===== config.mk =====
export PLATFORM = sky130hd
export DESIGN_NAME = molecule_center_of_mass_top
export DESIGN_NICKNAME = d
export VERILOG_FILES = /design/src/rtl/mcom_pkg.sv /design/src/rtl/mcom_front.sv /design/src/rtl/mcom_fifo.sv /design/src/rtl/mcom_back.sv /design/src/rtl/molecule_center_of_mass_top.sv
export SDC_FILE = /design/constraint.sdc
export NUM_CORES = 2
export LEC_CHECK = 0
export BUFFER_PORTS_ARGS = -buffer_cell sky130_fd_sc_hd__buf_2
export CELL_PAD_IN_SITES_DETAIL_PLACEMENT = 1
export CELL_PAD_IN_SITES_GLOBAL_PLACEMENT = 1
export CORE_MARGIN = 4
export CORE_UTILIZATION = 52
export DETAILED_ROUTE_END_ITERATION = 7
export GPL_TIMING_DRIVEN = 0
export PLACE_DENSITY_LB_ADDON = 0.1
export SYNTH_ARGS = -nofsm -noshare
export SYNTH_HDL_FRONTEND = slang
export SYNTH_SLANG_ARGS = --single-unit

===== constraint.sdc =====
create_clock -name clk -period 17.19 [get_ports clk]
set_input_delay 3.438 -clock clk [delete_from_list [all_inputs] [get_ports clk]]
set_output_delay 3.438 -clock clk [all_outputs]
set_load 0.02 [all_outputs]

===== src/rtl/mcom_pkg.sv =====
// Shared constants and types for the molecule center-of-mass block.
// Default widths, queue depth and the per-molecule flag record.
// No dependencies.
`default_nettype none

package mcom_pkg;

	localparam int MAX_ATOMS_DEF   = 64;
	localparam int COORD_WIDTH_DEF = 24;
	localparam int MASS_WIDTH_DEF  = 16;
	localparam int JOB_DEPTH       = 2;

	typedef struct packed {
		logic overflow;
		logic origin;
	} mcom_flags_t;

endpackage

`default_nettype wire


===== src/rtl/mcom_front.sv =====
// Front end: accepts atoms, forms position*mass products and accumulates
// weighted sums, mass and atom count; pushes one job per molecule.
// Depends on mcom_pkg.
`default_nettype none

module mcom_front #(
	parameter int MAX_ATOMS   = 64,
	parameter int COORD_WIDTH = 24,
	parameter int MASS_WIDTH  = 16
) (
	input  wire                                              clk,
	input  wire                                              arst_n,
	input  wire                                              in_valid,
	output logic                                             in_ready,
	input  wire signed [COORD_WIDTH-1:0]                     pos_x,
	input  wire signed [COORD_WIDTH-1:0]                     pos_y,
	input  wire signed [COORD_WIDTH-1:0]                     pos_z,
	input  wire        [MASS_WIDTH-1:0]                      mass,
	input  wire                                              last_atom,
	input  wire                                              origin_frame,
	output logic                                             job_push,
	input  wire                                              job_full,
	output logic signed [COORD_WIDTH+MASS_WIDTH+$clog2(MAX_ATOMS)-1:0] job_sum_x,
	output logic signed [COORD_WIDTH+MASS_WIDTH+$clog2(MAX_ATOMS)-1:0] job_sum_y,
	output logic signed [COORD_WIDTH+MASS_WIDTH+$clog2(MAX_ATOMS)-1:0] job_sum_z,
	output logic [MASS_WIDTH+$clog2(MAX_ATOMS)-1:0]          job_mass,
	output logic [$clog2(MAX_ATOMS+1)-1:0]                   job_count,
	output mcom_pkg::mcom_flags_t                            job_flags
);
	import mcom_pkg::*;

	localparam int PROD_W = COORD_WIDTH + MASS_WIDTH;
	localparam int SUM_W  = PROD_W + $clog2(MAX_ATOMS);
	localparam int MSUM_W = MASS_WIDTH + $clog2(MAX_ATOMS);
	localparam int CNT_W  = $clog2(MAX_ATOMS + 1);

	logic [CNT_W-1:0] cnt_q, cnt_n;
	logic             ovf_q, org_q, ovf_n, org_n;
	logic             first, add, accept, stall, fire;

	logic signed [PROD_W:0]   px_full, py_full, pz_full;
	logic signed [PROD_W-1:0] prod_x_s1, prod_y_s1, prod_z_s1;
	logic [MASS_WIDTH-1:0]    mass_s1;
	logic                     vld_s1, add_s1, last_s1;
	logic [CNT_W-1:0]         cnt_s1;
	mcom_flags_t              flags_s1;

	logic signed [SUM_W-1:0] sx_q, sy_q, sz_q, sx_n, sy_n, sz_n;
	logic signed [SUM_W-1:0] ext_x, ext_y, ext_z;
	logic [MSUM_W-1:0]       ms_q, ms_n;

	assign stall    = vld_s1 & last_s1 & job_full;
	assign in_ready = !stall;
	assign accept   = in_valid & in_ready;
	assign fire     = vld_s1 & !stall;

	assign first = (cnt_q == '0) && !ovf_q;
	assign add   = cnt_q < CNT_W'(MAX_ATOMS);
	assign cnt_n = add ? cnt_q + CNT_W'(1) : cnt_q;
	assign ovf_n = ovf_q | !add;
	assign org_n = first ? origin_frame : org_q;

	assign px_full = pos_x * $signed({1'b0, mass});
	assign py_full = pos_y * $signed({1'b0, mass});
	assign pz_full = pos_z * $signed({1'b0, mass});

	always_ff @(posedge clk or negedge arst_n) begin
		if (!arst_n) begin
			cnt_q <= '0;
			ovf_q <= 1'b0;
			org_q <= 1'b0;
		end else if (accept) begin
			if (last_atom) begin
				cnt_q <= '0;
				ovf_q <= 1'b0;
				org_q <= 1'b0;
			end else begin
				cnt_q <= cnt_n;
				ovf_q <= ovf_n;
				org_q <= org_n;
			end
		end
	end

	always_ff @(posedge clk or negedge arst_n) begin
		if (!arst_n) begin
			vld_s1 <= 1'b0;
		end else if (!stall) begin
			vld_s1 <= in_valid;
		end
	end

	always_ff @(posedge clk) begin
		if (accept) begin
			prod_x_s1 <= px_full[PROD_W-1:0];
			prod_y_s1 <= py_full[PROD_W-1:0];
			prod_z_s1 <= pz_full[PROD_W-1:0];
			mass_s1   <= mass;
			add_s1    <= add;
			last_s1   <= last_atom;
			cnt_s1    <= cnt_n;
			flags_s1  <= '{overflow: ovf_n, origin: org_n};
		end
	end

	assign ext_x = SUM_W'(prod_x_s1);
	assign ext_y = SUM_W'(prod_y_s1);
	assign ext_z = SUM_W'(prod_z_s1);
	assign sx_n  = add_s1 ? sx_q + ext_x : sx_q;
	assign sy_n  = add_s1 ? sy_q + ext_y : sy_q;
	assign sz_n  = add_s1 ? sz_q + ext_z : sz_q;
	assign ms_n  = add_s1 ? ms_q + MSUM_W'(mass_s1) : ms_q;

	always_ff @(posedge clk or negedge arst_n) begin
		if (!arst_n) begin
			sx_q <= '0;
			sy_q <= '0;
			sz_q <= '0;
			ms_q <= '0;
		end else if (fire) begin
			if (last_s1) begin
				sx_q <= '0;
				sy_q <= '0;
				sz_q <= '0;
				ms_q <= '0;
			end else begin
				sx_q <= sx_n;
				sy_q <= sy_n;
				sz_q <= sz_n;
				ms_q <= ms_n;
			end
		end
	end

	assign job_push  = fire & last_s1;
	assign job_sum_x = sx_n;
	assign job_sum_y = sy_n;
	assign job_sum_z = sz_n;
	assign job_mass  = ms_n;
	assign job_count = cnt_s1;
	assign job_flags = flags_s1;

endmodule

`default_nettype wire


===== src/rtl/mcom_fifo.sv =====
// Short job queue between the accumulating front end and the divider.
// Register file with read and write pointers. Depends on mcom_pkg.
`default_nettype none

module mcom_fifo #(
	parameter int WIDTH = 8,
	parameter int DEPTH = mcom_pkg::JOB_DEPTH
) (
	input  wire              clk,
	input  wire              arst_n,
	input  wire              push,
	input  wire  [WIDTH-1:0] din,
	output logic             full,
	input  wire              pop,
	output logic [WIDTH-1:0] dout,
	output logic             not_empty
);
	import mcom_pkg::*;

	localparam int PTR_W = (DEPTH > 1) ? $clog2(DEPTH) : 1;
	localparam int FILL_W = $clog2(DEPTH + 1);

	logic [WIDTH-1:0]  mem_q [DEPTH];
	logic [PTR_W-1:0]  wr_q, rd_q;
	logic [FILL_W-1:0] fill_q;
	logic              do_push, do_pop;

	assign full      = fill_q == FILL_W'(DEPTH);
	assign not_empty = fill_q != '0;
	assign do_push   = push & !full;
	assign do_pop    = pop & not_empty;
	assign dout      = mem_q[rd_q];

	always_ff @(posedge clk or negedge arst_n) begin
		if (!arst_n) begin
			wr_q   <= '0;
			rd_q   <= '0;
			fill_q <= '0;
		end else begin
			if (do_push) begin
				wr_q <= (wr_q == PTR_W'(DEPTH - 1)) ? '0 : wr_q + PTR_W'(1);
			end
			if (do_pop) begin
				rd_q <= (rd_q == PTR_W'(DEPTH - 1)) ? '0 : rd_q + PTR_W'(1);
			end
			if (do_push && !do_pop) begin
				fill_q <= fill_q + FILL_W'(1);
			end else if (do_pop && !do_push) begin
				fill_q <= fill_q - FILL_W'(1);
			end
		end
	end

	always_ff @(posedge clk) begin
		if (do_push) begin
			mem_q[wr_q] <= din;
		end
	end

endmodule

`default_nettype wire


===== src/rtl/mcom_back.sv =====
// Back end: restoring divider that forms one quotient bit per cycle for all
// three axes at once, then a registered result stage. Depends on mcom_pkg.
`default_nettype none

module mcom_back #(
	parameter int MAX_ATOMS   = 64,
	parameter int COORD_WIDTH = 24,
	parameter int MASS_WIDTH  = 16
) (
	input  wire                                              clk,
	input  wire                                              arst_n,
	input  wire                                              job_valid,
	output logic                                             job_pop,
	input  wire signed [COORD_WIDTH+MASS_WIDTH+$clog2(MAX_ATOMS)-1:0] job_sum_x,
	input  wire signed [COORD_WIDTH+MASS_WIDTH+$clog2(MAX_ATOMS)-1:0] job_sum_y,
	input  wire signed [COORD_WIDTH+MASS_WIDTH+$clog2(MAX_ATOMS)-1:0] job_sum_z,
	input  wire        [MASS_WIDTH+$clog2(MAX_ATOMS)-1:0]    job_mass,
	input  wire        [$clog2(MAX_ATOMS+1)-1:0]             job_count,
	input  mcom_pkg::mcom_flags_t                            job_flags,
	output logic                                             out_valid,
	input  wire                                              out_ready,
	output logic signed [COORD_WIDTH-1:0]                    center_x,
	output logic signed [COORD_WIDTH-1:0]                    center_y,
	output logic signed [COORD_WIDTH-1:0]                    center_z,
	output logic [$clog2(MAX_ATOMS+1)-1:0]                   atom_total,
	output logic                                             record_origin,
	output logic                                             zero_mass,
	output logic                                             atom_overflow
);
	import mcom_pkg::*;

	localparam int SUM_W  = COORD_WIDTH + MASS_WIDTH + $clog2(MAX_ATOMS);
	localparam int MSUM_W = MASS_WIDTH + $clog2(MAX_ATOMS);
	localparam int CNT_W  = $clog2(MAX_ATOMS + 1);
	localparam int STEP_W = $clog2(COORD_WIDTH);

	typedef enum logic [1:0] {
		ST_IDLE,
		ST_RUN,
		ST_DONE
	} state_t;

	state_t            state_q;
	logic [STEP_W-1:0] step_q;
	logic [MSUM_W-1:0] den_q;
	logic              zero_q;
	logic [CNT_W-1:0]  cnt_q;
	mcom_flags_t       flags_q;

	logic [MSUM_W-1:0]      rem_q [3];
	logic [COORD_WIDTH-1:0] sh_q  [3];
	logic                   neg_q [3];
	logic [MSUM_W-1:0]      rem_n [3];
	logic [COORD_WIDTH-1:0] sh_n  [3];
	logic [COORD_WIDTH-1:0] quo   [3];
	logic [SUM_W-1:0]       sum_in [3];
	logic [SUM_W-1:0]       mag [3];
	logic                   out_free;
	logic                   out_load;

	assign sum_in[0] = job_sum_x;
	assign sum_in[1] = job_sum_y;
	assign sum_in[2] = job_sum_z;

	assign job_pop  = (state_q == ST_IDLE) & job_valid;
	assign out_free = !out_valid | out_ready;
	assign out_load = (state_q == ST_DONE) & out_free;

	always_comb begin
		logic [MSUM_W:0] r2;
		logic            ge;
		for (int i = 0; i < 3; i++) begin
			mag[i] = sum_in[i][SUM_W-1] ? (SUM_W'(0) - sum_in[i]) : sum_in[i];
			r2 = {rem_q[i], sh_q[i][COORD_WIDTH-1]};
			ge = r2 >= {1'b0, den_q};
			rem_n[i] = ge ? MSUM_W'(r2 - {1'b0, den_q}) : r2[MSUM_W-1:0];
			sh_n[i]  = {sh_q[i][COORD_WIDTH-2:0], ge};
			quo[i]   = zero_q ? '0 : (neg_q[i] ? (COORD_WIDTH'(0) - sh_q[i]) : sh_q[i]);
		end
	end

	always_ff @(posedge clk or negedge arst_n) begin
		if (!arst_n) begin
			state_q       <= ST_IDLE;
			step_q        <= '0;
			out_valid     <= 1'b0;
			center_x      <= '0;
			center_y      <= '0;
			center_z      <= '0;
			atom_total    <= '0;
			record_origin <= 1'b0;
			zero_mass     <= 1'b0;
			atom_overflow <= 1'b0;
		end else begin
			if (out_valid && out_ready && !out_load) begin
				out_valid <= 1'b0;
			end
			unique case (state_q)
				ST_IDLE: begin
					step_q <= '0;
					if (job_valid) begin
						state_q <= ST_RUN;
					end
				end
				ST_RUN: begin
					step_q <= step_q + STEP_W'(1);
					if (step_q == STEP_W'(COORD_WIDTH - 1)) begin
						state_q <= ST_DONE;
					end
				end
				ST_DONE: begin
					if (out_free) begin
						out_valid     <= 1'b1;
						center_x      <= quo[0];
						center_y      <= quo[1];
						center_z      <= quo[2];
						atom_total    <= cnt_q;
						record_origin <= flags_q.origin;
						zero_mass     <= zero_q;
						atom_overflow <= flags_q.overflow;
						state_q       <= ST_IDLE;
					end
				end
				default: begin
					state_q <= ST_IDLE;
				end
			endcase
		end
	end

	always_ff @(posedge clk) begin
		if (job_pop) begin
			den_q   <= job_mass;
			zero_q  <= job_mass == '0;
			cnt_q   <= job_count;
			flags_q <= job_flags;
			for (int i = 0; i < 3; i++) begin
				neg_q[i] <= sum_in[i][SUM_W-1];
				rem_q[i] <= mag[i][SUM_W-1:COORD_WIDTH];
				sh_q[i]  <= mag[i][COORD_WIDTH-1:0];
			end
		end else if (state_q == ST_RUN) begin
			for (int i = 0; i < 3; i++) begin
				rem_q[i] <= rem_n[i];
				sh_q[i]  <= sh_n[i];
			end
		end
	end

endmodule

`default_nettype wire


===== src/rtl/molecule_center_of_mass_top.sv =====
// Path to center valid: product register, job queue, divider states ST_IDLE,
// ST_RUN and ST_DONE, result register. Throughput: one atom per cycle unless a
// last atom waits on a full queue; one quotient bit per cycle, jobs only in ST_IDLE.
// A two-entry job queue lets atoms stream while a molecule is divided.
// Reset: arst_n clears all accumulators, the queue and the result valid.
// Top level of the molecule center-of-mass block; uses mcom_pkg and submodules.
`default_nettype none

module molecule_center_of_mass_top #(
	parameter int MAX_ATOMS   = mcom_pkg::MAX_ATOMS_DEF,
	parameter int COORD_WIDTH = mcom_pkg::COORD_WIDTH_DEF,
	parameter int MASS_WIDTH  = mcom_pkg::MASS_WIDTH_DEF
) (
	input  wire  clk,
	input  wire  arst_n,
	input  wire  s_tvalid,
	output logic s_tready,
	// pos_x, pos_y, pos_z, mass, zero fill
	input  wire  [((3*COORD_WIDTH+MASS_WIDTH+7)/8)*8-1:0] s_tdata,
	input  wire  s_tlast,
	// origin_frame
	input  wire  s_tuser,
	output logic m_tvalid,
	input  wire  m_tready,
	// center_x, center_y, center_z, atom_total, zero fill
	output logic [((3*COORD_WIDTH+$clog2(MAX_ATOMS+1)+7)/8)*8-1:0] m_tdata,
	// record_origin, zero_mass, atom_overflow
	output logic [2:0] m_tuser
);
	import mcom_pkg::*;

	localparam int SUM_W   = COORD_WIDTH + MASS_WIDTH + $clog2(MAX_ATOMS);
	localparam int MSUM_W  = MASS_WIDTH + $clog2(MAX_ATOMS);
	localparam int CNT_W   = $clog2(MAX_ATOMS + 1);
	localparam int FLAG_W  = $bits(mcom_flags_t);
	localparam int JOB_W   = 3 * SUM_W + MSUM_W + CNT_W + FLAG_W;
	localparam int OUT_W   = 3 * COORD_WIDTH + CNT_W;
	localparam int OUT_TW  = ((OUT_W + 7) / 8) * 8;

	logic signed [COORD_WIDTH-1:0] pos_x, pos_y, pos_z;
	logic [MASS_WIDTH-1:0]         mass;

	logic                    push, full, pop, not_empty;
	logic signed [SUM_W-1:0] f_sx, f_sy, f_sz, b_sx, b_sy, b_sz;
	logic [MSUM_W-1:0]       f_ms, b_ms;
	logic [CNT_W-1:0]        f_cnt, b_cnt;
	mcom_flags_t             f_flags, b_flags;
	logic [JOB_W-1:0]        job_in, job_out;

	logic signed [COORD_WIDTH-1:0] center_x, center_y, center_z;
	logic [CNT_W-1:0]              atom_total;
	logic                          record_origin, zero_mass, atom_overflow;

	assign pos_x = s_tdata[COORD_WIDTH-1:0];
	assign pos_y = s_tdata[2*COORD_WIDTH-1:COORD_WIDTH];
	assign pos_z = s_tdata[3*COORD_WIDTH-1:2*COORD_WIDTH];
	assign mass  = s_tdata[3*COORD_WIDTH+MASS_WIDTH-1:3*COORD_WIDTH];

	mcom_front #(
		.MAX_ATOMS   (MAX_ATOMS),
		.COORD_WIDTH (COORD_WIDTH),
		.MASS_WIDTH  (MASS_WIDTH)
	) u_front (
		.clk          (clk),
		.arst_n       (arst_n),
		.in_valid     (s_tvalid),
		.in_ready     (s_tready),
		.pos_x        (pos_x),
		.pos_y        (pos_y),
		.pos_z        (pos_z),
		.mass         (mass),
		.last_atom    (s_tlast),
		.origin_frame (s_tuser),
		.job_push     (push),
		.job_full     (full),
		.job_sum_x    (f_sx),
		.job_sum_y    (f_sy),
		.job_sum_z    (f_sz),
		.job_mass     (f_ms),
		.job_count    (f_cnt),
		.job_flags    (f_flags)
	);

	assign job_in = {f_flags, f_cnt, f_ms, f_sz, f_sy, f_sx};

	mcom_fifo #(
		.WIDTH (JOB_W),
		.DEPTH (JOB_DEPTH)
	) u_fifo (
		.clk       (clk),
		.arst_n    (arst_n),
		.push      (push),
		.din       (job_in),
		.full      (full),
		.pop       (pop),
		.dout      (job_out),
		.not_empty (not_empty)
	);

	assign {b_flags, b_cnt, b_ms, b_sz, b_sy, b_sx} = job_out;

	mcom_back #(
		.MAX_ATOMS   (MAX_ATOMS),
		.COORD_WIDTH (COORD_WIDTH),
		.MASS_WIDTH  (MASS_WIDTH)
	) u_back (
		.clk           (clk),
		.arst_n        (arst_n),
		.job_valid     (not_empty),
		.job_pop       (pop),
		.job_sum_x     (b_sx),
		.job_sum_y     (b_sy),
		.job_sum_z     (b_sz),
		.job_mass      (b_ms),
		.job_count     (b_cnt),
		.job_flags     (b_flags),
		.out_valid     (m_tvalid),
		.out_ready     (m_tready),
		.center_x      (center_x),
		.center_y      (center_y),
		.center_z      (center_z),
		.atom_total    (atom_total),
		.record_origin (record_origin),
		.zero_mass     (zero_mass),
		.atom_overflow (atom_overflow)
	);

	assign m_tdata = OUT_TW'({atom_total, center_z, center_y, center_x});
	assign m_tuser = {atom_overflow, zero_mass, record_origin};

endmodule

`default_nettype wire

==> results.txt <==
The number of hold-slack violations in the final timing report is 0. The met3 usage is around 4.3%. Counting flops with a built-in enable in the synthesized netlist gives around 660. The slew at the pin closest to its max-slew limit is between 1 and 1.5 ns.

The number of nets handed over by synthesis was about 11000. The path class of the tightest hold or removal check is flip-flop to flip-flop. The final setup violation count came out at 0.

Based on the critical path, the design can be clocked at up to roughly 81 MHz. The post-synthesis average cell area came out at 9.851 um^2. The number of top-level pins is about 180. The delay contributed by the slowest stage of the critical path is about 1.1 ns.

The via count is 72042. The layout-stage area growth over the synthesis result came out at 8.048%. The clock net sink count came out at between 900 and 1000.

The number of rows in the core area is ~160. The final clock skew is between 0.02 and 0.03 ns. Of the total synthesized cell area, the portion taken by AND, OR, NAND and NOR gates is 13.13%. The synthesized netlist devotes 11.09% of its cell area to compound gates. STA classifies the critical path startpoint as an input pin. The full die area is ~190000 um^2. The number of max-slew violations in the final report came out at 0. The number of distinct library cell variants in the gate-level netlist after synthesis came out at 101.

The total number of nets in the final design came out at around 11000. The HPWL reported at the end of detailed placement is about 270000 um. The clock tree from TritonCTS is yes. The synthesized instance count came out at 9460. The final wirelength came out at around 330000 um. The cell seen most often among critical-path stages is fa_1. STA puts the critical path data arrival time at roughly 13 ns. For this configuration, the core starts out at a cell density of 52.23%. The insertion delay of the later-clocked pin in the worst-skew pair came out at about 0.72 ns. The largest individual stage delay along the critical path comes from the cell clkbuf_1. For this run the aggregate overflow at the end of global routing stands at 0. The multiplexer share of the synthesized area came out at about 3.6%. The most used flip-flop cell after synthesis is edfxtp_1.

The post-route minimum period came out at approximately 12 ns. The post-cts resize count is 0. The remaining number of nets flagged by the antenna check after routing came out at 0. After synthesis, the cell types taking the most area are fa_1, edfxtp_1, dfrtp_1, ha_1, inv_1.

The post-placement setup slack came out at ~4.3 ns. By instance count, the leading cell after synthesis is inv_1. By count the netlist is led by inv_1, nand2_1, fa_1. The synthesized design spends more area on one cell type than any other, namely fa_1.

The number of antenna violations at the first check in global routing is 18. For this run, design rule violations remaining after detail routing come to 0. The iteration count of the initial detailed-routing pass came out at 7. Setup repair after global routing left no endpoint under its margin.

By area, the combinational part of the netlist is dominated by adder cells. STA classifies the critical path endpoint as a flip-flop. The total global routing track utilization came out at between 30% and 40%. Max-cap violations in this run came to 0. The number of post-CTS setup repair buffers is 0. The count of H-tree levels built during CTS came out at 3. The core region is between 150000 and 200000 um^2. The width of the die is around 430 um. The clock buffer count from CTS came out at 92. The headroom to the max-slew limit is between 2 and 2.5%. The wire length of the first global-routing pass is between 400000 and 500000 um.

The adder and majority cell fraction of the synthesized area is a little under a third. The via-per-instance ratio is between 5 and 6. For this run, global-route usage on met1 was measured as 45.62%. The share of the yosys chip area belonging to registers came out at 28.29%.

The Yosys step of the flow raised 0 warnings. After the first detailed-routing iteration, the DRC count stood at roughly 5500. The flop and latch count out of synthesis is 922. Summing every instance area after synthesis gives 93190 um^2.

In the global route stage, met2 resource usage came out at between 50% and 60%. The highest net fanout along the worst path came out at 10. Data on the critical path is required at its endpoint by approximately 18 ns. The largest net degree at the start of global routing is 105. The via count of the first global-routing pass came to 78365. Clock tree synthesis selected as its root buffer the cell clkbuf_16. The critical path start-end classification is input pin to flip-flop. The y dimension of the die is roughly 430 um. After layout, the worst setup slack is about 4.8 ns. The congestion estimate from routability-driven global placement came to 0.9608. The sum of buffers and inverters on the critical path is 8. In this run the register-to-register setup slack is 9.95 ns. The layer flagged by global routing as most heavily used is met2. The async set-reset flop share out of synthesis is between 20% and 30%. The final cycle utilization of the critical path came out at a little under three quarters. The family with the most delay on the worst path is adder cells. The fraction of layout instances using a drive strength above 1 came out at roughly 6.6%.

The count of input and output buffers came out at ~180. The xor and xnor area share after synthesis is under 10%. The detail-routed net length per standard cell came out at roughly 27 um. The cts-stage hold buffer count is 0. The flow ran to the end, and the final reports show no timing, DRC or antenna violations.

In this run the deepest clock path goes through 3 buffers. The share of synthesized area in the top cell type comes to about a quarter. The CTS clock-pin slew for the worst setup and hold paths is 0.07 ns.
## registers in the layout, summed over array words and instances, names as in the netlist, 16 cells and up
name / flops
u_front.ms_q: 22
u_front.sz_q: 46
u_back.den_q: 22
u_front.prod_z_s1: 40
u_back.center_y: 24
u_front.sx_q: 46
u_front.mass_s1: 16
u_back.sh_q: 72
u_back.center_x: 24
u_front.sy_q: 46
u_fifo.mem_q: 338
u_front.prod_x_s1: 40
u_back.rem_q: 66
u_back.center_z: 24
u_front.prod_y_s1: 40
## logic make-up after synthesis
logic type | Yosys count
AO/OA/AOI/OAI | 1592
XOR/XNOR | 522
adder cells (fa/ha/maj) | 1644
buffers and inverters | 1902
flip-flops | 922
multiplexers | 317
other | 1
AND/OR/NAND/NOR | 2560
## final timing paths
check | to | cells past startpoint | from
worst max-delay path | u_front.prod_y_s1[38] | 25 | s_tdata[74]
worst min-delay path | u_fifo.mem_q[1][162] | 0 | u_front.job_count[2]
worst max register to register | u_back.rem_q[0][42] | 21 | u_fifo.rd_q
worst min register to register | u_fifo.mem_q[1][162] | 0 | u_front.job_count[2]
max in group asynchronous | u_front.sx_q[18] | 3 | arst_n
min in group asynchronous | u_back.center_y[10] | 1 | arst_n
## metrics by stage
stage               std cells  cell area (um^2)  utilization, %  TNS (ns)  hold slack (ns)
global placement        11992             97020           54.38   -483.35           0.4278
CTS                     12189            100700           56.42         0           0.4521
global route            12196            100700           56.43         0           0.4642
detailed placement      12017             97460           54.63         0           0.4416
finish                  12203            100700           56.43         0           0.4475
floorplan                9460             93190               -         0           0.4215
## worst register-to-register path, cell delays in order (launching register included)
cell	delay [ns]
dfrtp_1	0.53
buf_4	0.38
buf_6	0.29
buf_4	0.34
buf_6	0.27
buf_2	0.43
buf_4	0.36
buf_4	0.34
buf_2	0.51
buf_2	0.58
mux2i_1	0.36
ha_1	0.26
o221ai_1	0.29
nor4_2	0.44
and2b_1	0.30
nand2_2	0.13
nor4_4	0.35
and4b_1	0.31
a41oi_1	0.15
xnor2_1	0.18
nand2_1	0.09
o21ai_1	0.08
## placed cells by master (no fill, tap or decap), drive strengths merged, types with 38 or more instances in the layout
cell type and n:
inv 1478, nand2 1182, fa 1123, edfxtp 658
ha 521, and2 490, clkbuf 482, o21ai 462
a21oi 393, nor2 308, xnor2 303, buf 267
dfrtp 264, xor2 219, a21o 195, mux2 167
mux2i 150, nor3 103, nand3 98, a22o 86
nor2b 82, o31ai 64, nand2b 56, a211oi 55
o21a 49, nand4 49, nor3b 41, a31oi 41
o21bai 38
## metal layers
layer / vias up / share of wire (%)
li1: 31598 / -
met1: 37217 / 40
met4: 0 / 6.2
met5: - / 0
met3: 686 / 6.1
met2: 2541 / 48
## area by class of cell
cell class / instances / area (um^2)
inverters: 1473 / 5534
repair buffers: 202 / 1304
plain buffers: 429 / 1768
flip-flops and latches: 922 / 26370
fillers: 19959 / 77730
clock inverters: 54 / 669.4
diodes: 14 / 35.03
well taps: 2355 / 2947
clock buffers: 118 / 2522
multi-input cells: 6636 / 59550
Power is not shown: default switching activity piles up to over one toggle a cycle in this logic, so the estimate is an artifact.
